## config.mk

```make
export PLATFORM = sky130hd
export DESIGN_NAME = kpg_cfg
export DESIGN_NICKNAME = d
export VERILOG_FILES = /design/src/kpg_pkg.sv /design/src/kpg_cfg.sv
export SDC_FILE = /design/constraint.sdc
export NUM_CORES = 1
export LEC_CHECK = 0
export BUFFER_PORTS_ARGS = -buffer_cell sky130_fd_sc_hd__buf_4
export CORE_UTILIZATION = 45
export DETAILED_ROUTE_END_ITERATION = 16
export GPL_ROUTABILITY_DRIVEN = 0
export PLACE_DENSITY = 0.69
export SETUP_SLACK_MARGIN = 0.4
export SLEW_MARGIN = 20
export SYNTH_ARGS = -nofsm -noshare
export SYNTH_HDL_FRONTEND = slang
export SYNTH_SLANG_ARGS = --single-unit
```

## constraint.sdc

```tcl
create_clock -name clk_i -period 9.1 [get_ports clk_i]
set_clock_uncertainty 0.1 [all_clocks]
set_input_delay 0.91 -clock clk_i [delete_from_list [all_inputs] [get_ports clk_i]]
set_output_delay 0.91 -clock clk_i [all_outputs]
set_load 0.1 [all_outputs]
```

## src/kpg_pkg.sv

```systemverilog
`default_nettype none

package kpg_pkg;

  localparam int LINE_W     = 8;
  localparam int CODE_W     = 8;
  localparam int TIME_W     = 64;
  localparam int CFG_IDX_W  = 3;
  localparam int CFG_DATA_W = 16;
  localparam int COUNT_W    = 3;
  localparam int GAP_MS_W   = 16;
  localparam int NS_MS_W    = 20;
  // 65535 ms in ns still fits 36 bits
  localparam int GAP_NS_W   = 36;

  localparam logic [NS_MS_W-1:0]  NS_PER_MS     = 20'd1000000;
  localparam logic [GAP_MS_W-1:0] MIN_GAP_RESET = 16'd150;

  typedef enum logic [CFG_IDX_W-1:0] {
    CFG_MIN_GAP    = 3'd0,
    CFG_SLOTS_USED = 3'd1,
    CFG_MAP_ENTRY0 = 3'd2,
    CFG_MAP_ENTRY1 = 3'd3,
    CFG_MAP_ENTRY2 = 3'd4,
    CFG_MAP_ENTRY3 = 3'd5,
    CFG_MAP_ENTRY4 = 3'd6,
    CFG_MAP_ENTRY5 = 3'd7
  } cfg_idx_e;

  typedef struct packed {
    logic [CODE_W-1:0] code;
    logic              rising;
    logic [TIME_W-1:0] time_ns;
  } kpg_item_t;

  typedef struct packed {
    logic full;
    logic empty;
  } q_status_t;

  typedef struct packed {
    logic busy;
    logic fire;
  } back_status_t;

endpackage

`default_nettype wire

```

## src/kpg_cfg.sv

```systemverilog
`default_nettype none

module kpg_cfg import kpg_pkg::*; #(
  parameter int MAP_SLOTS = 6
) (
  input  wire logic                  clk_i,
  input  wire logic                  rst_ni,
  input  wire logic                  cfg_valid_i,
  output logic                       cfg_ready_o,
  input  wire logic [CFG_IDX_W-1:0]  cfg_index_i,
  input  wire logic [CFG_DATA_W-1:0] cfg_data_i,
  output logic [COUNT_W-1:0]         slots_used_o,
  output logic [CFG_DATA_W-1:0]      map_entry_o [MAP_SLOTS],
  output logic [GAP_NS_W-1:0]        gap_ns_o
);

  logic                  we;
  logic [GAP_MS_W-1:0]   min_gap_q, min_gap_d;
  logic [COUNT_W-1:0]    slots_used_q, slots_used_d;
  logic [CFG_DATA_W-1:0] entry_q [MAP_SLOTS];
  logic [CFG_DATA_W-1:0] entry_d [MAP_SLOTS];
  logic [GAP_NS_W-1:0]   gap_ns_q;

  assign cfg_ready_o = 1'b1;
  assign we          = cfg_valid_i & cfg_ready_o;

  always_comb begin
    min_gap_d    = min_gap_q;
    slots_used_d = slots_used_q;
    entry_d      = entry_q;
    if (we) begin
      unique case (cfg_idx_e'(cfg_index_i))
        CFG_MIN_GAP:    min_gap_d    = cfg_data_i[GAP_MS_W-1:0];
        CFG_SLOTS_USED: slots_used_d = cfg_data_i[COUNT_W-1:0];
        default: ;
      endcase
      for (int i = 0; i < MAP_SLOTS; i++) begin
        if (cfg_index_i == CFG_IDX_W'(int'(CFG_MAP_ENTRY0) + i)) begin
          entry_d[i] = cfg_data_i;
        end
      end
    end
  end

  always_ff @(posedge clk_i or negedge rst_ni) begin
    if (!rst_ni) begin
      min_gap_q    <= MIN_GAP_RESET;
      slots_used_q <= '0;
      for (int i = 0; i < MAP_SLOTS; i++) begin
        entry_q[i] <= '0;
      end
      gap_ns_q     <= GAP_NS_W'(MIN_GAP_RESET) * GAP_NS_W'(NS_PER_MS);
    end else begin
      min_gap_q    <= min_gap_d;
      slots_used_q <= slots_used_d;
      entry_q      <= entry_d;
      // gap in ns is a registered copy of the ms register, scaled
      gap_ns_q     <= GAP_NS_W'(min_gap_q) * GAP_NS_W'(NS_PER_MS);
    end
  end

  assign slots_used_o = slots_used_q;
  assign map_entry_o  = entry_q;
  assign gap_ns_o     = gap_ns_q;

endmodule

`default_nettype wire

```

==> run summary <==
H-tree Lvls - 4
Slew Viols, Final - 0
Worst Max-Slew Pin Slew - 1.06 ns
Layout cell share with drive strength beyond 1 - 34.4%
Number of synthesized flops with an enable pin - 0
Status - completed
CTS root buffer - clkbuf_16
Cell area after synthesis - 0.00907 mm²
Hold_ws - 0.312 ns
Post-route ant nets - 0
TritonCTS clock tree - done
Synth cell types - 60
Routed vias - 6048
Die ar. - 0.0207 mm²
Crit path largest cell delay - 0.60 ns
FF+latch count, synth - 145
Post-detailed-route via-to-cell ratio - 5.15
Critical path launch point type - flip-flop
First-pass GRT wire length - 32300 µm
Congestion Overflow GR - 0
First-pass DRT Iterations - 4
Synth warn - 0
Tcrit/Tclk final - 60.4%
Skew-Pair Late Insertion Delay - 0.42 ns
Port bufs - 150
Worst endpoint required time - 9.33 ns
Crit path kind - reg -> reg
Crit end category - flip-flop
CTS clk-pin slew, worst paths - 0.06 ns
Postcts setup bufs - 0
Routed WL - 19800 µm
I/O pin total - 158
Worst hold path class - reg -> reg
Most frequent cells in the layout - 153 x buf_4, 131 x dfrtp_1, 105 x ha_1
Largest net degree at the start of global routing - 79
Die height - 144 µm
GRT Util Overall - 20.6%
Post-DP HPWL - 14900 µm
CP max FO - 7
Final Hold Fails - 0
Clk sinks - 145
Die width - 144 µm
Ant diodes - 0
# hold bufs at CTS - 0
Vias in the first global route - 6334
Core box area - 0.0196 mm²
Period minus WS final - 5.49 ns
CP delay by family, top - adder cells
Most common cell after layout, fill and taps aside - buf_4
WP buf/inv - 4
DRC Markers - 0
Ys async rst share - 100%
Sequential element share of the synthesized area - 40.2%
Max Root-Sink Buffers - 2
Initial Utilization - 46.3%
RSZ-0062 raised after global routing - no
Final setup viols - 0
WP data arrival - 5.72 ns
Cell Chain, Critical Path - inv_1 > fa_1 > inv_1 > fa_1 > fa_1 > fa_1 > ha_1 > inv_1 > fa_1 > inv_1 > ha_1 > and3_1 > nand2_1 > nor4_1 > nor2_1 > nor4b_1 > a311oi_2
Avg WL per Cell - 16.8 µm
Syn-to-layout area delta - 21.8%
Initial DRC Count - 238
PostCTS Resize Cnt - 0
Max capacitance violation total - 0
TritonCTS Buffers - 17
Achievable Freq - 182 MHz
Cells after synthesis - 746
Relative max-transition margin - 29.2%
Site row count - 51
CP dominant cell by count - fa_1
Syn Area/Cell - 12.2 µm²
Ys flop type - dfrtp_1
Fin Setup TNS - 0 ns
Final net count - 1080
Crit-path slowest cell - dfstp_2
Initial antenna violation count - 0
cell type report:
type,instances,area [µm²]
Multi-Input combinational cell,485,4950
Fill cell,1690,8550
Clock buffer,19,443
Sequential cell,145,3650
Tap cell,265,332
Timing Repair Buffer,154,1160
Inverter,95,357
Clock inverter,11,155
flip-flops by register name, summed over array words and instances (netlist names):
name          cells
map_entry_o      96
gap_ns_o         30
slots_used_o      3
min_gap_q        16
Yosys cell counts, types with 3 or more instances:
master / number / area [µm²]
a21oi_2: 4 / 35.0
mux2_1: 4 / 45.0
o21ai_1: 7 / 35.0
xor2_1: 8 / 70.1
a211oi_1: 3 / 22.5
xnor2_1: 17 / 149
dfstp_2: 14 / 368
nor2_1: 17 / 63.8
nor3_1: 6 / 30.0
nand2b_1: 3 / 18.8
ha_1: 105 / 1310
buf_2: 4 / 20.0
a31oi_1: 3 / 18.8
dfrtp_1: 131 / 3280
nand3_1: 6 / 30.0
buf_4: 10 / 75.1
o21ai_0: 22 / 110
inv_1: 95 / 357
o21bai_1: 3 / 22.5
mux2_2: 96 / 1080
or3_1: 4 / 25.0
fa_1: 55 / 1100
o211ai_1: 4 / 30.0
a21o_1: 6 / 45.0
a21oi_1: 21 / 105
nand2_1: 44 / 165
nand4b_1: 3 / 26.3
clkbuf_1: 11 / 41.3
worst paths after layout:
kind	from	endpoint	slack [ns]	cells past startpoint
max	min_gap_q[2]	gap_ns_o[30]	3.61	17
max reg2reg	min_gap_q[2]	gap_ns_o[30]	3.61	17
min in group asynchronous	rst_ni	gap_ns_o[35]	0.37	1
min	min_gap_q[2]	gap_ns_o[8]	0.31	0
max in group asynchronous	rst_ni	map_entry_o[52]	7.14	2
min reg2reg	min_gap_q[2]	gap_ns_o[8]	0.31	0
cells by family after synthesis:
| kind of cell | synth area share [%] |
|---|---|
| AND/OR/NAND/NOR | 5.47 |
| XOR/XNOR | 2.42 |
| adder cells (fa/ha/maj) | 26.6 |
| AO/OA/AOI/OAI | 7.16 |
| flip-flops | 40.2 |
| other | 0.0828 |
| multiplexers | 12.5 |
| buffers and inverters | 5.49 |
per-stage QoR:
stage | instances | utilization, % | worst slack, ns | instance area [µm²]
after floorplan | 751 | - | 3.86 | 9080
after detailed placement | 1144 | 53.3 | 3.64 | 10400
after global routing | 1174 | 56.3 | 3.31 | 11000
after CTS | 1174 | 56.3 | 3.60 | 11000
after global placement | 1144 | 53.3 | 3.69 | 10400
final | 1174 | 56.3 | 3.61 | 11000
routing by layer:
metal | GRT usage [%] | vias to the layer above | routed length (µm)
li1 | - | 2833 | -
met1 | 26.3 | 3002 | 8520
met2 | 32.1 | 182 | 9270
met3 | 7.33 | 31 | 1610
met4 | 7.28 | 0 | 355
met5 | 0 | - | 0
Power is left out: the tool's default activity adds up to more than one toggle a clock period on the data nets, which glitch-free logic cannot reach.
