===== src/kpg_pkg.sv =====
`default_nettype none

package kpg_pkg;

  localparam int LINE_W     = 8;
  localparam int CODE_W     = 8;
  localparam int TIME_W     = 64;
  localparam int CFG_IDX_W  = 3;
  localparam int CFG_DATA_W = 16;
  localparam int COUNT_W    = 3;
  localparam int GAP_MS_W   = 16;
  localparam int NS_MS_W    = 20;
  // 65535 ms in ns still fits 36 bits
  localparam int GAP_NS_W   = 36;

  localparam logic [NS_MS_W-1:0]  NS_PER_MS     = 20'd1000000;
  localparam logic [GAP_MS_W-1:0] MIN_GAP_RESET = 16'd150;

  typedef enum logic [CFG_IDX_W-1:0] {
    CFG_MIN_GAP    = 3'd0,
    CFG_SLOTS_USED = 3'd1,
    CFG_MAP_ENTRY0 = 3'd2,
    CFG_MAP_ENTRY1 = 3'd3,
    CFG_MAP_ENTRY2 = 3'd4,
    CFG_MAP_ENTRY3 = 3'd5,
    CFG_MAP_ENTRY4 = 3'd6,
    CFG_MAP_ENTRY5 = 3'd7
  } cfg_idx_e;

  typedef struct packed {
    logic [CODE_W-1:0] code;
    logic              rising;
    logic [TIME_W-1:0] time_ns;
  } kpg_item_t;

  typedef struct packed {
    logic full;
    logic empty;
  } q_status_t;

  typedef struct packed {
    logic busy;
    logic fire;
  } back_status_t;

endpackage

`default_nettype wire


===== src/kpg_queue.sv =====
`default_nettype none

module kpg_queue import kpg_pkg::*; (
  input  wire logic      clk_i,
  input  wire logic      rst_ni,
  input  wire logic      push_i,
  input  wire kpg_item_t push_item_i,
  input  wire logic      pop_i,
  output kpg_item_t      head_o,
  output q_status_t      status_o
);

  localparam int DEPTH = 4;
  localparam int PTR_W = $clog2(DEPTH);
  localparam int CNT_W = $clog2(DEPTH + 1);

  kpg_item_t         slot_q [DEPTH];
  logic [PTR_W-1:0]  wr_ptr_q, rd_ptr_q;
  logic [CNT_W-1:0]  count_q, count_d;

  always_comb begin
    count_d = count_q;
    unique case ({push_i, pop_i})
      2'b10:   count_d = count_q + CNT_W'(1);
      2'b01:   count_d = count_q - CNT_W'(1);
      default: count_d = count_q;
    endcase
  end

  always_ff @(posedge clk_i or negedge rst_ni) begin
    if (!rst_ni) begin
      wr_ptr_q <= '0;
      rd_ptr_q <= '0;
      count_q  <= '0;
    end else begin
      if (push_i) wr_ptr_q <= wr_ptr_q + PTR_W'(1);
      if (pop_i)  rd_ptr_q <= rd_ptr_q + PTR_W'(1);
      count_q <= count_d;
    end
  end

  always_ff @(posedge clk_i) begin
    if (push_i) begin
      slot_q[wr_ptr_q] <= push_item_i;
    end
  end

  assign head_o         = slot_q[rd_ptr_q];
  assign status_o.full  = (count_q == CNT_W'(DEPTH));
  assign status_o.empty = (count_q == '0);

endmodule

`default_nettype wire


===== config.mk =====
export PLATFORM = sky130hd
export DESIGN_NAME = kpg_queue
export DESIGN_NICKNAME = d
export VERILOG_FILES = /design/src/kpg_pkg.sv /design/src/kpg_queue.sv
export SDC_FILE = /design/constraint.sdc
export NUM_CORES = 1
export LEC_CHECK = 0
export ABC_AREA = 1
export BUFFER_PORTS_ARGS = -buffer_cell sky130_fd_sc_hd__buf_2
export CORE_MARGIN = 2
export CORE_UTILIZATION = 25
export DETAILED_ROUTE_END_ITERATION = 10
export PLACE_DENSITY_LB_ADDON = 0.12
export REMOVE_ABC_BUFFERS = 1
export SYNTH_ARGS = -nofsm -noshare
export SYNTH_HDL_FRONTEND = slang
export SYNTH_SLANG_ARGS = --single-unit

===== constraint.sdc =====
create_clock -name clk_i -period 2.5 [get_ports clk_i]
set_clock_uncertainty 0.2 [all_clocks]
set_input_delay 0.25 -clock clk_i [delete_from_list [all_inputs] [get_ports clk_i]]
set_output_delay 0.25 -clock clk_i [all_outputs]
set_load 0.01 [all_outputs]

==> run metrics, run 1 <==
IO buf count=151; max_slew headroom=63.9%; largest net degree at the start of global routing=71; routability cong.=0.673; Ant. Diodes=0; CTS clk-pin slew, worst paths=0.06 ns; TritonCTS Sinks=299; status=complete, no violations; vias in the first global route=7024; CTS tree=done; maxcap violations=0; most frequent cells in the layout=edfxtp_1 (292), nand2_1 (230), inv_1 (155); routed wire length on met2=12800 µm; fin. max-slew vios=0; final worst path period need=2.34 ns; Worst-Margin Slew=0.541 ns; syn_area_per_cell=13.4 µm²; initial antenna violation count=0; YS warnings=0; Leak=0.00605 µW; unrepaired setup endpoints after global routing=false; Max Fclk=427 MHz; global-route wire length before repair=42000 µm; final antenna-violating net count=0; CP Data Required Time=2.05 ns; total wire length=27500 µm; hold slack=0.269 ns; Clock Tree Buf Depth=3; # IOs=152; Final Hold Viols=0; DR vias/cell=4.05; commonest non-fill, non-tap cell in the layout=edfxtp_1; DR iter-0 viols=322; core area=47700 µm²; CTS root buf=clkbuf_16; Worst Hold Class=input pin to register; Tcrit/Tclk final=93.8%; layout cells sized above 1=19.4%; Area Overhead vs Synth=26.5%; Overflow after GRT=0; non-filler cells in the finished layout=1775; Mapped Cells=901; Synth cell types=19; register area=8950 µm²; Worst VDD drop=0.000706 V; area of the multi-input gates=2110 µm²; HPWL after detailed placement=15700 µm; placed insts=1638; Nets=1222; H-tree depth=2; CP Max Fanout=34; Die Y=224 µm; Worst-Skew Late Latency=0.52 ns; Final setup viols=0; std cell rows=80; top sig layer=met4; Initial Util=25.4%; die area=50200 µm²; die width=224 µm; # DRC=0; Seq/Total Area, Yosys=73.9%; wire length on met1=13000 µm; mapped cell area=12100 µm²; Pwr per Cell Area=1130 nW/µm²; DR vias=7189; Total Routing Usage GR=11.1%; number of synthesized register bits=299; Num CTS Buffers=36; met3 WL=1070 µm; TritonRoute pass-1 iters=4; worst path arrival time=1.89 ns; CP Class=register to primary output; drt wl/cell=15.5 µm; crit path launch type=register; CP endpoint kind=primary output; Fill cells=4706
## per-layer routing
metal	global-route usage [%]	up-vias
met5	0	-
met4	4.26	0
met2	18.0	120
li1	-	3604
met1	14.7	3424
met3	2.35	41
## path summary, 6_finish.rpt
| kind | cells after the start | endpoint | slack, ns | from |
|---|---|---|---|---|
| max | 4 | head_o[14] | 0.16 | rd_ptr_q[1] |
| min | 2 | slot_q[3][68] | 0.27 | push_item_i[68] |
| max reg2reg | 5 | slot_q[0][70] | 0.61 | wr_ptr_q[0] |
| min reg2reg | 2 | count_q[2] | 0.31 | count_q[2] |
| max in group asynchronous | 3 | rd_ptr_q[1] | 1.27 | rst_ni |
| min in group asynchronous | 3 | count_q[1] | 0.52 | rst_ni |
## Yosys cell counts (all sizes together)
cell type / count / area, µm²
ha: 5 / 62.6
inv: 160 / 601
nand4: 1 / 6.26
xor2: 3 / 26.3
nand2: 230 / 863
nand3: 1 / 5.00
edfxtp: 292 / 8770
fa: 1 / 20.0
xnor2: 1 / 8.76
o211ai: 146 / 1100
clkbuf: 2 / 7.51
o21ai: 2 / 10.0
nor3: 2 / 10.0
buf: 48 / 442
dfrtp: 7 / 175
## sequential cells by signal, indices dropped and copies added (netlist names)
| signal | flops |
|---|---|
| slot_q | 292 |
| count_q | 3 |
| rd_ptr_q | 2 |
| wr_ptr_q | 2 |
## kinds of logic after synthesis
logic type               Yosys count  synth area share [%]
flip-flops                       299                  73.9
buffers and inverters            210                  8.67
AND/OR/NAND/NOR                  234                  7.31
XOR/XNOR                           4                 0.289
AO/OA/AOI/OAI                    148                  9.18
adder cells (fa/ha/maj)            6                 0.682
## through the flow
stage                     TNS [ns]  setup slack [ns]  utilization, %  total power, µW  area [µm²]
after floorplan            -291.32             -3.23               -             9680       11700
after global placement           0             0.597            28.3            13000       13500
after detailed placement         0             0.579            28.3            13000       13500
after CTS                        0            0.0155            32.1            17800       15300
after global routing             0           0.00602            32.1            18600       15300
final                            0             0.156            32.1            17300       15300
## what timing repair did
action	4_1_cts	5_1_grt
endpoints found under the setup margin	4	12
endpoints found under the hold margin	305	0
resized for setup	1	0
hold buffers	77	0
buffers inserted	0	1
## power breakdown
| group | switching [µW] | internal [µW] |
|---|---|---|
| Clock | 1890 | 2690 |
| Sequential | 268 | 6560 |
| Combinational | 3820 | 2110 |
| Total | 5980 | 11400 |
## worst max-delay path, stage by stage, from the launching register on
cell and delay (ns):
dfrtp_4 0.43, buf_4 0.46, o211ai_1 0.18, nand2_1 0.13
buf_2 0.14
## cell type report
| type | instances | share of cell area [%] |
|---|---|---|
| repair buffers | 250 | 12.1 |
| clock buffers | 47 | 6.29 |
| flip-flops and latches | 299 | 58.4 |
| well taps | 615 | 5.02 |
| multi-input cells | 392 | 13.8 |
| inverters | 160 | 3.96 |
| clock inverters | 12 | 0.351 |
Power figures use the tool's default switching activity.
==> run 2, diff against run 1 <==
==> constraint.sdc (replaced) <==
create_clock -name clk_i -period 2.5 [get_ports clk_i]
set_clock_uncertainty 0.2 [all_clocks]
set_input_delay 0.125 -clock clk_i [delete_from_list [all_inputs] [get_ports clk_i]]
set_output_delay 0.125 -clock clk_i [all_outputs]
set_load 0.01 [all_outputs]
==> run 2 against run 1 <==
Against the previous run:
- hold slack got worse by 0.12 ns
- register-to-register slack improved by 0.06 ns
- flip-flop and latch count unchanged
- count of clock-buffer cells in the layout unchanged
- critical path depth increased by 1
- maximum frequency increased by 3.9%
- sequential share of layout area decreased by 0.54 points
- routed wire length decreased by 1.8%
- combinational power about the same
- highest routed layer unchanged
- global-route usage decreased by 0.21 points
- critical path type unchanged
- largest cell class unchanged
- sequential power about the same
==> run metrics, run 2 (synthesis results as in run 1) <==
Die Y=224 µm; H-tree depth=2; vias in the first global route=7183; fin. max-slew vios=0; DR iter-0 viols=338; CTS clk-pin slew, worst paths=0.06 ns; # DRC=0; final worst slack=0.243 ns; Core Util, Final=32.4%; Final Hold Viols=0; max reg flops=292; final antenna-violating net count=0; Worst-Skew Late Latency=0.52 ns; layout cells sized above 1=19.6%; crit path launch type=register; Pwr per Cell Area=1150 nW/µm²; total wire length=27000 µm; pre-CTS WS=0.629 ns; Worst-Margin Slew=0.433 ns; CTS tree=done; final worst path period need=2.26 ns; register with the most flip-flops=slot_q; DR vias/cell=4.04; Worst VDD drop=0.000554 V; Num CTS Buffers=35; CTS root buf=clkbuf_16; Initial Util=25.4%; max_slew headroom=71.1%; Critical Path Source=rd_ptr_q[0]; routability cong.=0.680; maxcap violations=0; commonest non-fill, non-tap cell in the layout=edfxtp_1; Tcrit/Tclk final=90.3%; unrepaired setup endpoints after global routing=false; Leak=0.00611 µW; reg-to-reg startpoint=wr_ptr_q[0]; Clock Tree Buf Depth=3; TritonRoute pass-1 iters=4; global-route wire length before repair=41700 µm; largest net degree at the start of global routing=98; initial antenna violation count=1; Final setup viols=0; std cell rows=80; die width=224 µm; Total Routing Usage GR=10.9%; IO buf count=151; Tot Pwr=17700 µW; most frequent cells in the layout=edfxtp_1 (292), nand2_1 (230), inv_1 (155); CP endpoint kind=primary output; Max Fclk=443 MHz; largest registers=slot_q x292, count_q x3; die area=50200 µm²; Nets=1225; CP Class=register to primary output; DR vias=7210; TritonCTS Sinks=299; register-to-register setup slack=0.67 ns; core area=47700 µm²; HP Start=push_item_i[34]; Sum Neg Setup Slack=0 ns; Overflow after GRT=0; # IOs=152; Worst Hold Class=input pin to register; drt wl/cell=15.2 µm; CP Data Required Time=2.17 ns; HPWL after detailed placement=15800 µm; status=complete, no violations; worst path arrival time=1.93 ns; CP Max Fanout=97; hold slack=0.152 ns; Area Overhead vs Synth=27.7%; post_cts resized=0
[run 2: cell count changes in the layout (fill, tap and decap cells not counted), sizes merged]
cell / delta
bufinv: +3
buf: +4
diode: +1
[run 2: area by class of cell]
class / count / area [µm²]
Timing Repair Buffer: 254 / 1910
Tap cell: 615 / 769
Clock inverter: 15 / 144
Inverter: 160 / 607
Antenna cell: 1 / 2.50
Sequential cell: 299 / 8950
Clock buffer: 47 / 963
Multi-Input combinational cell: 392 / 2110
Fill cell: 4793 / 32300
[run 2: metal layers]
layer  track usage, %  share of wire (%)  vias to the layer above
li1                 -                  -                     3609
met1             14.0                 46                     3454
met2             18.0                 47                      112
met3             2.48                4.2                       35
met4             4.15                2.2                        0
met5                0                  0                        -
[run 2: final timing paths]
check	endpoint	depth (start not counted)
hold / removal	slot_q[2][34]	2
setup / recovery	head_o[32]	5
setup reg to reg	slot_q[3][70]	4
hold reg to reg	count_q[2]	2
max in group asynchronous	rd_ptr_q[0]	3
min in group asynchronous	rd_ptr_q[1]	3
[run 2: power by group]
group / switching, µW / leakage (µW) / internal, µW
registers: 272 / 0.00276 / 6560
clock network: 1920 / 0.000539 / 3010
logic: 3790 / 0.00281 / 2180
total: 5980 / 0.00611 / 11700
[run 2: critical path, stage by stage (launching register included)]
cell and delay, ns:
dfrtp_4 0.50, buf_12 0.34, nand2_1 0.17, o211ai_1 0.12
nand2_1 0.07, buf_2 0.14
[run 2: through the flow]
| step | cells | area, µm² |
|---|---|---|
| after CTS | 1778 | 15400 |
| after floorplan | 851 | 11700 |
| after detailed placement | 1639 | 13500 |
| after global routing | 1783 | 15500 |
| final | 1783 | 15500 |
| after global placement | 1639 | 13500 |
[run 2: what timing repair did]
item                                    4_1_cts  5_1_grt
hold buffers                                 77        0
setup buffers                                 0        4
endpoints found under the setup margin        0        1
hold endpoints to repair                    307        0
==> run 3, diff against run 2 <==
- BUFFER_PORTS_ARGS: -buffer_cell sky130_fd_sc_hd__buf_2 -> default
- CELL_PAD_IN_SITES_DETAIL_PLACEMENT: default -> 0
- CELL_PAD_IN_SITES_GLOBAL_PLACEMENT: default -> 2
- CORE_MARGIN: 2 -> default
- DONT_BUFFER_PORTS: default -> 1
==> run 3 against run 2 <==
Against the previous run:
- sequential power is essentially flat
- clock power grew 6.9%
- flip-flop and latch count is the same
- count of clock-buffer cells in the layout grew 8
- power shrank 3.2%
- hold slack lost 0.051 ns
- die area shrank 1.8%
- global-route usage grew 0.78 points
- largest power group unchanged
- highest routed layer is now met5
==> run metrics, run 3 (synthesis results as in run 1) <==
top sig layer=met5; placed insts=1483; Overflow after GRT=0; Reg power frac=39.6%; layout cells sized above 1=7.40%; Clk pwr share=30.7%; most frequent cells in the layout=edfxtp_1 (292), nand2_1 (230), inv_1 (155); Final setup viols=0; Sum Neg Setup Slack=0 ns; Worst Hold Class=input pin to register; die width=222 µm; post_cts resized=0; Setup crit end=head_o[7]; Comb pwr share=29.7%; number of post-CTS setup repair buffers=0; register-to-register setup slack=0.71 ns; CTS clk-pin slew, worst paths=0.06 ns; Sw Pwr=5990 µW; TritonCTS Sinks=299; crit-path cells=buf_12, o211ai_1, nand2_1; Tcrit/Tclk final=91.5%; initial antenna violation count=2; non-filler cells in the finished layout=1629; Placed Instance Area=12700 µm²; maxcap violations=0; final antenna-violating net count=0; CTS root buf=clkbuf_16; routability cong.=0.665; Num CTS Buffers=38; global-route wire length before repair=42900 µm; HPWL after detailed placement=15600 µm; Initial Util=25.4%; Max Fclk=437 MHz; hold buffers post-CTS=77; Worst VDD drop=0.000618 V; # DRC=0; worst path arrival time=1.96 ns; Final Hold Viols=0; vias in the first global route=6677; Die Y=222 µm; Fill cells=4737; IO buf count=0; DR iter-0 viols=242; DR vias/cell=4.07; Clock Tree Buf Depth=3; met3 WL=1430 µm; crit path max-delay cell type=dfrtp_4; largest net degree at the start of global routing=135; Pwr per Cell Area=1170 nW/µm²; total wire length=28300 µm; CP Data Required Time=2.17 ns; Non-Filler Cell Area, Final=14700 µm²; H-tree depth=2; commonest non-fill, non-tap cell in the layout=edfxtp_1; Worst R2R End=slot_q[2][9]; Worst-Margin Slew=0.621 ns; Critical Path Source=rd_ptr_q[0]; die area=49300 µm²; wire length on met1=12900 µm; register area=8950 µm²; CP endpoint kind=primary output; Leak=0.00550 µW; fin. max-slew vios=0; Internal=11200 µW; # IOs=152; crit path launch type=register; max reg flops=292; status=complete, no violations; Tot Pwr=17200 µW; Core Util, Final=30.7%; area of the multi-input gates=2110 µm²; largest registers=slot_q x292, count_q x3; Worst-Skew Late Latency=0.54 ns; CP Class=register to primary output; max_slew headroom=58.6%; CTS tree=done; TritonRoute pass-1 iters=4; Area Overhead vs Synth=21.2%; Total Routing Usage GR=11.7%; Nets=1068; unrepaired setup endpoints after global routing=false; std cell rows=80; Reg2Reg Depth=5; switching share of power=34.9%; Max stage delay on crit path=0.47 ns; core area=47700 µm²; register with the most flip-flops=slot_q; DR vias=6633; reg-to-reg startpoint=wr_ptr_q[0]; routed wire length on met2=13400 µm; drt wl/cell=17.4 µm; CP Max Fanout=134; final worst path period need=2.29 ns
==> run 3: per-layer routing <==
layer  track usage [%]  vias up
li1                  -     3299
met1              14.8     3172
met2              18.9      117
met3              3.70       43
met4              3.81        2
met5                 0        -
==> run 3: cell type report <==
cell class	instances	share of cell area (%)
antenna	1	0.0171
timing repair buffer	94	7.06
inverter	160	4.13
sequential	299	61.0
clock inverter	13	0.742
tap	615	5.24
clock buffer	55	7.42
multi-input combinational	392	14.4
==> run 3: worst min-delay path by stage <==
| stage | cells past startpoint | endpoint | slack, ns | from |
|---|---|---|---|---|
| final | 1 | slot_q[2][68] | 0.10 | push_item_i[68] |
| after global routing | 1 | slot_q[0][35] | 0.08 | push_item_i[35] |
| after CTS | 1 | slot_q[3][9] | 0.05 | push_item_i[9] |
| after detailed placement | 0 | count_q[2] | -0.37 | rst_ni |
| after global placement | 0 | count_q[2] | -0.37 | rst_ni |
| after floorplan | 0 | count_q[0] | -0.37 | rst_ni |
==> run 3: critical path, delay by kind of cell (launching register included) <==
kind            cells  cell delay (ns)
flops               1             0.47
buf+inv             1             0.41
compound gates      1             0.18
simple gates        1             0.23
==> run 3: power by group through the flow <==
stage | combinational, µW | clock [µW] | sequential [µW]
final | 5090 | 5270 | 6800
after detailed placement | 5220 | 0 | 6910
after global routing | 5780 | 5680 | 6870
after CTS | 5380 | 5510 | 6800
after floorplan | 2440 | 0 | 7240
after global placement | 5210 | 0 | 6900
==> run 3: metrics by stage <==
step | hold WS (ns) | setup slack (ns)
floorplan | -0.371 | -3.10
global placement | -0.370 | 0.707
detailed placement | -0.370 | 0.705
CTS | 0.0488 | 0.184
global route | 0.0820 | 0.0533
finish | 0.101 | 0.212
