--- src/kpg_pkg.sv ---
`default_nettype none

package kpg_pkg;

  localparam int LINE_W     = 8;
  localparam int CODE_W     = 8;
  localparam int TIME_W     = 64;
  localparam int CFG_IDX_W  = 3;
  localparam int CFG_DATA_W = 16;
  localparam int COUNT_W    = 3;
  localparam int GAP_MS_W   = 16;
  localparam int NS_MS_W    = 20;
  // 65535 ms in ns still fits 36 bits
  localparam int GAP_NS_W   = 36;

  localparam logic [NS_MS_W-1:0]  NS_PER_MS     = 20'd1000000;
  localparam logic [GAP_MS_W-1:0] MIN_GAP_RESET = 16'd150;

  typedef enum logic [CFG_IDX_W-1:0] {
    CFG_MIN_GAP    = 3'd0,
    CFG_SLOTS_USED = 3'd1,
    CFG_MAP_ENTRY0 = 3'd2,
    CFG_MAP_ENTRY1 = 3'd3,
    CFG_MAP_ENTRY2 = 3'd4,
    CFG_MAP_ENTRY3 = 3'd5,
    CFG_MAP_ENTRY4 = 3'd6,
    CFG_MAP_ENTRY5 = 3'd7
  } cfg_idx_e;

  typedef struct packed {
    logic [CODE_W-1:0] code;
    logic              rising;
    logic [TIME_W-1:0] time_ns;
  } kpg_item_t;

  typedef struct packed {
    logic full;
    logic empty;
  } q_status_t;

  typedef struct packed {
    logic busy;
    logic fire;
  } back_status_t;

endpackage

`default_nettype wire

--- src/kpg_chan_if.sv ---
`default_nettype none

interface kpg_in_if import kpg_pkg::*; ();
  logic              valid;
  logic              ready;
  logic [LINE_W-1:0] line_number;
  logic              rising_edge;
  logic [TIME_W-1:0] time_ns;

  modport source (output valid, output line_number, output rising_edge, output time_ns,
                  input ready);
  modport sink   (input valid, input line_number, input rising_edge, input time_ns,
                  output ready);
endinterface


`default_nettype wire

--- src/kpg_front.sv ---
`default_nettype none

module kpg_front import kpg_pkg::*; #(
  parameter int MAP_SLOTS = 6
) (
  input  wire logic                  clk_i,
  input  wire logic                  rst_ni,
  kpg_in_if.sink                     evt,
  input  wire logic [COUNT_W-1:0]    slots_used_i,
  input  wire logic [CFG_DATA_W-1:0] map_entry_i [MAP_SLOTS],
  input  wire q_status_t             q_status_i,
  output logic                       push_o,
  output kpg_item_t                  push_item_o
);

  logic              hit;
  logic [CODE_W-1:0] code;
  logic              f_valid_q, f_valid_d;
  kpg_item_t         f_item_q;
  logic              accept;

  // lowest matching slot wins: scan high to low
  always_comb begin
    hit  = 1'b0;
    code = '0;
    for (int i = MAP_SLOTS - 1; i >= 0; i--) begin
      if (i < int'(slots_used_i) &&
          map_entry_i[i][CFG_DATA_W-1:CODE_W] == evt.line_number) begin
        hit  = 1'b1;
        code = map_entry_i[i][CODE_W-1:0];
      end
    end
  end

  assign push_o    = f_valid_q & ~q_status_i.full;
  assign evt.ready = ~f_valid_q | push_o;
  assign accept    = evt.valid & evt.ready;

  always_comb begin
    f_valid_d = f_valid_q;
    if (accept) begin
      // drop unmapped lines here
      f_valid_d = hit;
    end else if (push_o) begin
      f_valid_d = 1'b0;
    end
  end

  always_ff @(posedge clk_i or negedge rst_ni) begin
    if (!rst_ni) begin
      f_valid_q <= 1'b0;
    end else begin
      f_valid_q <= f_valid_d;
    end
  end

  always_ff @(posedge clk_i) begin
    if (accept && hit) begin
      f_item_q.code    <= code;
      f_item_q.rising  <= evt.rising_edge;
      f_item_q.time_ns <= evt.time_ns;
    end
  end

  assign push_item_o = f_item_q;

endmodule

`default_nettype wire

--- src/flat_wrapper.sv ---
// flat-port wrapper written by rule: the top's interface ports become plain ports
module kpg_front_flat import kpg_pkg::*;
#(
  parameter int MAP_SLOTS = 6
)
  (clk_i, rst_ni, slots_used_i, map_entry_i, q_status_i, push_o, push_item_o, evt_valid, evt_line_number, evt_rising_edge, evt_time_ns, evt_ready);
  kpg_in_if evt_i ();
  input  wire logic clk_i;
  input  wire logic rst_ni;
  input  wire logic [COUNT_W-1:0] slots_used_i;
  input  wire logic [CFG_DATA_W-1:0] map_entry_i[MAP_SLOTS];
  input  wire q_status_t q_status_i;
  output logic push_o;
  output kpg_item_t push_item_o;
  input wire logic [$bits(evt_i.valid)-1:0] evt_valid;
  input wire logic [$bits(evt_i.line_number)-1:0] evt_line_number;
  input wire logic [$bits(evt_i.rising_edge)-1:0] evt_rising_edge;
  input wire logic [$bits(evt_i.time_ns)-1:0] evt_time_ns;
  output wire logic [$bits(evt_i.ready)-1:0] evt_ready;
  assign evt_i.valid = evt_valid;
  assign evt_i.line_number = evt_line_number;
  assign evt_i.rising_edge = evt_rising_edge;
  assign evt_i.time_ns = evt_time_ns;
  assign evt_ready = evt_i.ready;
  kpg_front #(.MAP_SLOTS(MAP_SLOTS)) u_core (.clk_i(clk_i), .rst_ni(rst_ni), .evt(evt_i), .slots_used_i(slots_used_i), .map_entry_i(map_entry_i), .q_status_i(q_status_i), .push_o(push_o), .push_item_o(push_item_o));
endmodule
--- config.mk ---
export PLATFORM = sky130hd
export DESIGN_NAME = kpg_front_flat
export DESIGN_NICKNAME = d
export VERILOG_FILES = /design/src/kpg_pkg.sv /design/src/kpg_chan_if.sv /design/src/kpg_front.sv /design/src/flat_wrapper.sv
export SDC_FILE = /design/constraint.sdc
export NUM_CORES = 1
export LEC_CHECK = 0
export ABC_AREA = 1
export BUFFER_PORTS_ARGS = -buffer_cell sky130_fd_sc_hd__buf_2
export CAP_MARGIN = 20
export CORE_MARGIN = 3
export CORE_UTILIZATION = 42
export CTS_CLUSTER_SIZE = 8
export DETAILED_ROUTE_END_ITERATION = 6
export GPL_ROUTABILITY_DRIVEN = 0
export PLACE_DENSITY = 0.78
export SETUP_SLACK_MARGIN = 0.1
export SYNTH_ARGS = -nofsm -noshare
export SYNTH_HDL_FRONTEND = slang
export SYNTH_SLANG_ARGS = --single-unit
export TNS_END_PERCENT = 50
--- constraint.sdc ---
create_clock -name clk_i -period 4.9 [get_ports clk_i]
set_input_delay 0.49 -clock clk_i [delete_from_list [all_inputs] [get_ports clk_i]]
set_output_delay 0.49 -clock clk_i [all_outputs]
set_load 0.01 [all_outputs]
==> flow_summary_export.csv, run 1 <==
group,metric,value,unit
sta,hold_violations,0,
global_routing,grt_max_degree,46,
clocking,clockBufferDepth,2,
floorplanning,die_w,99.4,um
global_routing,grt_pass1_vias,3474,
yosys,synth_top_area_share,59.9,%
yosys,yosysMostFrequentCell,"nand2_1",
final_layout,final_core_util,62.9,%
drt,drc,0,
power,vdd_drop_max,132,uV
clocking,cts_tree,"yes",
clocking,clock_sink_count,74,
floorplanning,io_pins,252,
sta,fmax,411,MHz
worst_setup_path,critPathBufInv,3,
worst_setup_path,crit_family,"buffers and inverters",
drt,ant_nets,0,
global_routing,grt_antenna_before_repair,4,
placement,placed_cells,731,
clocking,cts-root-buf,"clkbuf_8",
worst_setup_path,required,4870,ps
clocking,htree_levels,3,
worst_setup_path,crit_type,"input pin to flip-flop",
worst_setup_path,arrival,2400,ps
worst_setup_path,crit_chain,"buf_2 -> xnor2_1 -> nand3_1 -> nor2_1 -> nand2_1 -> inv_2 -> nor2_1 -> nand2_1 -> o21ai_1 -> nor2_4 -> buf_4",
yosys,ys_top_cells_by_count,"119 x nand2_1, 73 x edfxtp_1, 37 x nor2_1, 34 x inv_1, 19 x nand3_1",
power,power.leakage,2.56,nW
floorplanning,die_area,9880,um2
floorplanning,die_y,99.4,um
worst_setup_path,reg2reg_slack,3370,ps
sta,period_minus_slack,2430,ps
yosys,yosys_warnings,0,
sta,max-slew-margin-rel,63.4,%
clocking,cts_made_buffers,9,
yosys,synth_top_area_cell,"edfxtp_1",
clocking,worstSkewPairLatency,340,ps
hold_path,holdPathStages,1,
floorplanning,row_count,33,
worst_setup_path,startpoint_type,"input pin",
power,powerDensity,262,nW/um2
sta,finalSetupTns,0,ps
yosys,synth_cells,379,
global_routing,gr-total-overflow,0,
drt,drt_iter0_drc,121,
floorplanning,start_util,43.9,%
sta,rsz0062_at_grt,"no",
final_layout,drive_gt1_share,46.5,%
clocking,cts_hold_buf,1,
drt,drt-total-wl,11800,um
sta,final-max-slew-violation-count,0,
clocking,cts_resized,0,
sta,finalCritPeriodShare,49.6,%
job,cap_viol_max_count,0,
final_layout,fin_nets,815,
hold_path,min_path_type,"input pin to flip-flop",
yosys,synthTopCellsByArea,"edfxtp_1 60%, nand2_1 12%, nor2_1 3.8%",
status,status,"complete, no violations",
hold_path,min-delay-start,"evt_time_ns[47]",
drt,vias,3517,
clocking,cts_setup_buffers,0,
drt,wl_per_cell,15.8,um
floorplanning,coreArea,8340,um2
worst_setup_path,cp_slowest_cell,"buf_4",
worst_setup_path,end_kind,"flip-flop",
global_routing,grt_pass1_wl,17700,um
sta,final.setup_skew,7.16,ps
yosys,synth_edf_count,73,
yosys,ys_seq_area_share,60.5,%
worst_setup_path,cp_max_fo,45,
yosys,synth_seq_cells,74,
hold_path,worstHoldEndpoint,"u_core.push_item_o[47]",
placement,post-dp-hpwl,9890,um
yosys,syn_area_per_cell,9.66,um2
drt,dr.pass1.iters,4,
sta,tightestPinTransition,549,ps
final_layout,area_growth,43.4,%
worst_setup_path,timing.rr.end,"u_core.push_item_o[20]",
final_layout,antenna_cells,0,
drt,viasPerCell,4.70,
final_layout,instances_no_fill,748,
final_layout,fillers,716,
worst_setup_path,r2r_cells,4,
worst_setup_path,r2r-start,"u_core.f_valid_q",
yosys,synth_cell_type_count,31,
yosys,synth_async_sr_flop_share,1.35,%
clocking,cts.clk_slew.worst_paths,90,ps
sta,setup_violations,0,
yosys,syn-num-nets,556,
global_routing,track_usage,23.3,%
yosys,synth_ff_type,"edfxtp_1",
placement,io_buffer_count,250,
yosys,syn_area,3660,um2
worst_setup_path,max_stage_delay,470,ps
-- report_power, final --
part / internal [mW] / switching, mW / total [mW]
logic: 0.0863 / 0.0867 / 0.173
clock network: 0.244 / 0.247 / 0.491
registers: 0.707 / 0.00293 / 0.710
total: 1.04 / 0.337 / 1.37
-- layout by cell type (no fill, tap or decap) --
cell           instances
nor3_1                 2
nand3_1               19
buf_4                  2
nor2_4                 3
xor2_1                 6
nand4_1                4
nand4_4                1
and2_1                 1
inv_8                  1
a21oi_1                3
o21bai_1               5
buf_2                250
dfrtp_1                1
nand3_2                2
o22ai_1                1
xnor2_1               14
inv_6                  3
nor2_1                36
o211ai_1               1
dlygate4sd3_1          1
nand2_1              119
nand2_2                7
or2_2                  3
o21ai_0                6
and3_1                 1
bufinv_16              1
or2_1                  3
edfxtp_1              73
inv_2                 10
clkinv_1               2
nor2_2                 5
o21ai_1               10
clkbuf_8               9
or2_0                  2
inv_1                 34
clkinvlp_4             2
-- metal layers --
metal / vias up / track usage (%) / routed length [um]
met5: - / 0 / 58
met4: 8 / 7.46 / 272
met3: 30 / 8.13 / 1130
met2: 195 / 42.5 / 6070
met1: 1535 / 25.1 / 4250
li1: 1749 / - / -
-- cell type report --
| type | instances | area, um2 | share of cell area (%) |
|---|---|---|---|
| sequential | 74 | 2220 | 42.2 |
| timing repair buffer | 253 | 1280 | 24.3 |
| multi-input combinational | 254 | 1250 | 23.7 |
| inverter | 46 | 173 | 3.29 |
| tap | 105 | 131 | 2.50 |
| clock buffer | 9 | 124 | 2.36 |
| clock inverter | 7 | 82.6 | 1.57 |
-- worst max-delay path by stage --
stage | start | end | slack [ps] | cells past startpoint
final | evt_line_number[7] | u_core.push_item_o[20] | 2470 | 11
after global routing | evt_line_number[0] | u_core.push_item_o[37] | 2260 | 12
after CTS | evt_line_number[6] | u_core.push_item_o[20] | 2460 | 11
after detailed placement | evt_line_number[6] | u_core.push_item_o[32] | 2090 | 11
after floorplan | evt_line_number[6] | u_core.push_item_o[0] | 1140 | 8
after global placement | evt_line_number[2] | u_core.push_item_o[29] | 2160 | 10
-- worst register-to-register path: stages, from the launching register on --
cell and delay (ps):
dfrtp_1 390, nand2_1 110, inv_1 80, nor2_4 100, buf_4 470
-- flip-flops by register name (all words and copies together) (netlist names) --
name,count
u_core.f_valid_q,1
u_core.push_item_o,73
-- per-stage QoR --
stage	total power [mW]	area, um2	setup WS [ps]	hold WS (ps)
finish	1.37	5250	2470	321
global route	1.43	5250	2260	295
CTS	1.39	5250	2460	301
detailed placement	0.897	5030	2090	266
global placement	0.890	5030	2160	265
floorplan	0.796	3660	1140	194
-- cell families (layout without fill, tap and decap cells) --
logic type,Yosys count,count (layout),synth area share [%]
buf+inv,51,315,5.64
simple gates,208,208,25.0
compound gates,26,26,4.00
flops,74,74,60.5
xor+xnor,20,20,4.78
Power figures use the tool's default switching activity.
==> inputs of run 2 (changes only) <==
--- a/config.mk
+++ b/config.mk
@@ -5,15 +5,15 @@
 export SDC_FILE = /design/constraint.sdc
 export NUM_CORES = 1
 export LEC_CHECK = 0
-export ABC_AREA = 1
+export ABC_AREA = 0
 export BUFFER_PORTS_ARGS = -buffer_cell sky130_fd_sc_hd__buf_2
 export CAP_MARGIN = 20
 export CORE_MARGIN = 3
-export CORE_UTILIZATION = 42
+export CORE_UTILIZATION = 36
 export CTS_CLUSTER_SIZE = 8
 export DETAILED_ROUTE_END_ITERATION = 6
 export GPL_ROUTABILITY_DRIVEN = 0
-export PLACE_DENSITY = 0.78
+export PLACE_DENSITY = 0.74
 export SETUP_SLACK_MARGIN = 0.1
 export SYNTH_ARGS = -nofsm -noshare
 export SYNTH_HDL_FRONTEND = slang
==> constraint.sdc (replaced) <==
create_clock -name clk_i -period 2 [get_ports clk_i]
set_input_delay 0.2 -clock clk_i [delete_from_list [all_inputs] [get_ports clk_i]]
set_output_delay 0.2 -clock clk_i [all_outputs]
set_load 0.01 [all_outputs]
==> run 2 against run 1 <==
  * Sequential power increased by 140%
  * Largest power group unchanged
  * Synthesized cell count down 40%
  * Largest cell class unchanged
  * Utilization is 5.1 points lower
  * Clock skew up 0.67 ps
==> flow_summary_export.csv, run 2 <==
group,metric,value,unit
yosys,synth_cells,228,
worst_setup_path,cp_slowest_cell,"buf_12",
worst_setup_path,arrival,1780,ps
job,cap_viol_max_count,0,
power,power.leakage,2.14,nW
global_routing,grt_max_degree,38,
worst_setup_path,r2r-start,"u_core.f_valid_q",
floorplanning,start_util,37.4,%
power,powerDensity,655,nW/um2
yosys,synthTopCellsByArea,"edfxtp_1 67%, xnor2_1 8.8%, xor2_1 4.0%",
drt,drc,0,
final_layout,area_growth,54.7,%
clocking,worstSkewPairLatency,340,ps
sta,worst_slack,252,ps
floorplanning,coreArea,8760,um2
sta,tightestPinTransition,371,ps
sta,setup_violations,0,
yosys,yosys_warnings,0,
worst_setup_path,required,2030,ps
sta,final-max-slew-violation-count,0,
drt,wl_per_cell,17.7,um
final_layout,multi_input_area,1040,um2
drt,ant_nets,0,
floorplanning,io_pins,252,
yosys,synth_ff_type,"edfxtp_1",
drt,vias,2928,
final_layout,drive_gt1_share,59.4,%
yosys,synth_top_area_cell,"edfxtp_1",
clocking,cts_hold_buf,1,
sta,rsz0062_at_grt,"no",
final_layout,instances_no_fill,613,
worst_setup_path,critPathBufInv,3,
worst_setup_path,crit_family,"buffers and inverters",
placement,post-dp-hpwl,9040,um
clocking,cts_made_buffers,9,
drt,drt_iter0_drc,152,
worst_setup_path,crit_start,"evt_line_number[0]",
global_routing,gr-total-overflow,0,
worst_setup_path,cp_max_fo,37,
final_layout,fillers,749,
clocking,cts-root-buf,"clkbuf_8",
worst_setup_path,crit_chain,"buf_2 -> buf_4 -> xnor2_1 -> nand3_1 -> nor3_2 -> nand2b_1 -> o41ai_4 -> a21oi_4 -> buf_12",
final_layout,final_common_cell,"buf_2",
global_routing,grt_antenna_before_repair,0,
yosys,syn_area_per_cell,14.4,um2
worst_setup_path,crit_type,"input pin to flip-flop",
sta,final.setup_skew,7.84,ps
clocking,cts.clk_slew.worst_paths,90,ps
sta,fmax,572,MHz
worst_setup_path,end_kind,"flip-flop",
floorplanning,die_area,10300,um2
drt,dr.pass1.iters,4,
drt,wl_met3,1110,um
sta,hold_violations,0,
placement,io_buffer_count,250,
global_routing,track_usage,19.5,%
final_layout,seq_area,2220,um2
final_layout,final_cell_mix,"250 x buf_2, 73 x edfxtp_1, 33 x xnor2_1",
final_layout,largest_register_ff_count,73,
final_layout,fin_nets,677,
drt,viasPerCell,4.78,
drt,wl_met2,6010,um
drt,drt-total-wl,10900,um
hold_path,holdPathStages,1,
placement,placed_cells,595,
yosys,syn-num-nets,405,
worst_setup_path,max_stage_delay,250,ps
power,vdd_drop_max,312,uV
global_routing,grt_pass1_wl,15100,um
yosys,yosysMostFrequentCell,"edfxtp_1",
worst_setup_path,cp.depth,9,
yosys,synth_async_sr_flop_share,1.35,%
worst_setup_path,reg2reg_slack,800,ps
worst_setup_path,r2r_cells,2,
yosys,synth_cell_type_count,35,
clocking,clock_sink_count,74,
drt,dr.max_layer_used,"met4",
placement,place_ws,-163,ps
clocking,clockBufferDepth,2,
sta,finalCritPeriodShare,87.4,%
sta,period_minus_slack,1750,ps
status,status,"complete, no violations",
yosys,ys_top_cells_by_count,"73 x edfxtp_1, 33 x xnor2_1, 15 x xor2_1, 14 x nand2_1, 13 x o21ai_0",
hold_path,min_path_type,"input pin to flip-flop",
clocking,cts_resized,0,
final_layout,antenna_cells,0,
worst_setup_path,crit_end,"u_core.push_item_o[17]",
yosys,syn_area,3280,um2
clocking,cts_setup_buffers,0,
yosys,ys_seq_area_share,67.6,%
worst_setup_path,startpoint_type,"input pin",
floorplanning,row_count,34,
floorplanning,die_y,101,um
yosys,synth_seq_cells,74,
clocking,cts_tree,"yes",
yosys,synth_edf_count,73,
clocking,htree_levels,3,
drt,met1Wirelength,3710,um
hold_path,min-delay-start,"evt_time_ns[47]",
sta,max-slew-margin-rel,75.1,%
global_routing,grt_pass1_vias,2938,
yosys,synth_top_area_share,66.9,%
worst_setup_path,timing.rr.end,"u_core.push_item_o[17]",
floorplanning,die_w,101,um
run 2: worst min-delay path by stage:
stage | end | slack (ps)
6_report | u_core.push_item_o[47] | 20
5_1_grt | u_core.push_item_o[47] | 2
4_1_cts | u_core.push_item_o[27] | 10
3_5_place_dp | u_core.f_valid_q | -20
3_3_place_gp | u_core.f_valid_q | -20
2_1_floorplan | u_core.f_valid_q | -100
run 2: routing by layer:
metal / global-route usage (%) / vias up
met3: 6.75 / 4
met2: 38.2 / 155
li1: - / 1404
met5: 0 / -
met1: 20.3 / 1365
met4: 3.07 / 0
run 2: area by class of cell:
cell class                      instances  share of cell area, %
Clock buffer                            9                   2.44
Clock inverter                          7                   1.65
Multi-Input combinational cell        141                   20.5
Sequential cell                        74                   43.7
Tap cell                              108                   2.66
Timing Repair Buffer                  274                   29.1
run 2: cells by family (layout without fill, tap and decap cells):
family          Yosys count  count (layout)  share of synthesized area, %
simple gates             55              55                          9.39
xor+xnor                 48              48                          12.8
compound gates           38              38                          8.05
buf+inv                  13             290                          2.10
flops                    74              74                          67.6
run 2: report_power, final:
part | switching [mW] | internal, mW
clock network | 0.602 | 0.600
registers | 0.00548 | 1.72
logic | 0.172 | 0.221
total | 0.779 | 2.54
run 2: metrics by stage:
| stage | TNS (ps) | util, % | power (mW) | hold WS (ps) | area, um2 |
|---|---|---|---|---|---|
| final | 0 | 57.9 | 3.32 | 23.1 | 5070 |
| after floorplan | -67550 | - | 1.91 | -95.6 | 3330 |
| after CTS | 0 | 57.8 | 3.35 | 10.5 | 5060 |
| after global placement | -7950 | 55.3 | 2.14 | -23.8 | 4840 |
| after global routing | 0 | 57.9 | 3.45 | 2.48 | 5070 |
| after detailed placement | -9850 | 55.3 | 2.16 | -20.7 | 4840 |
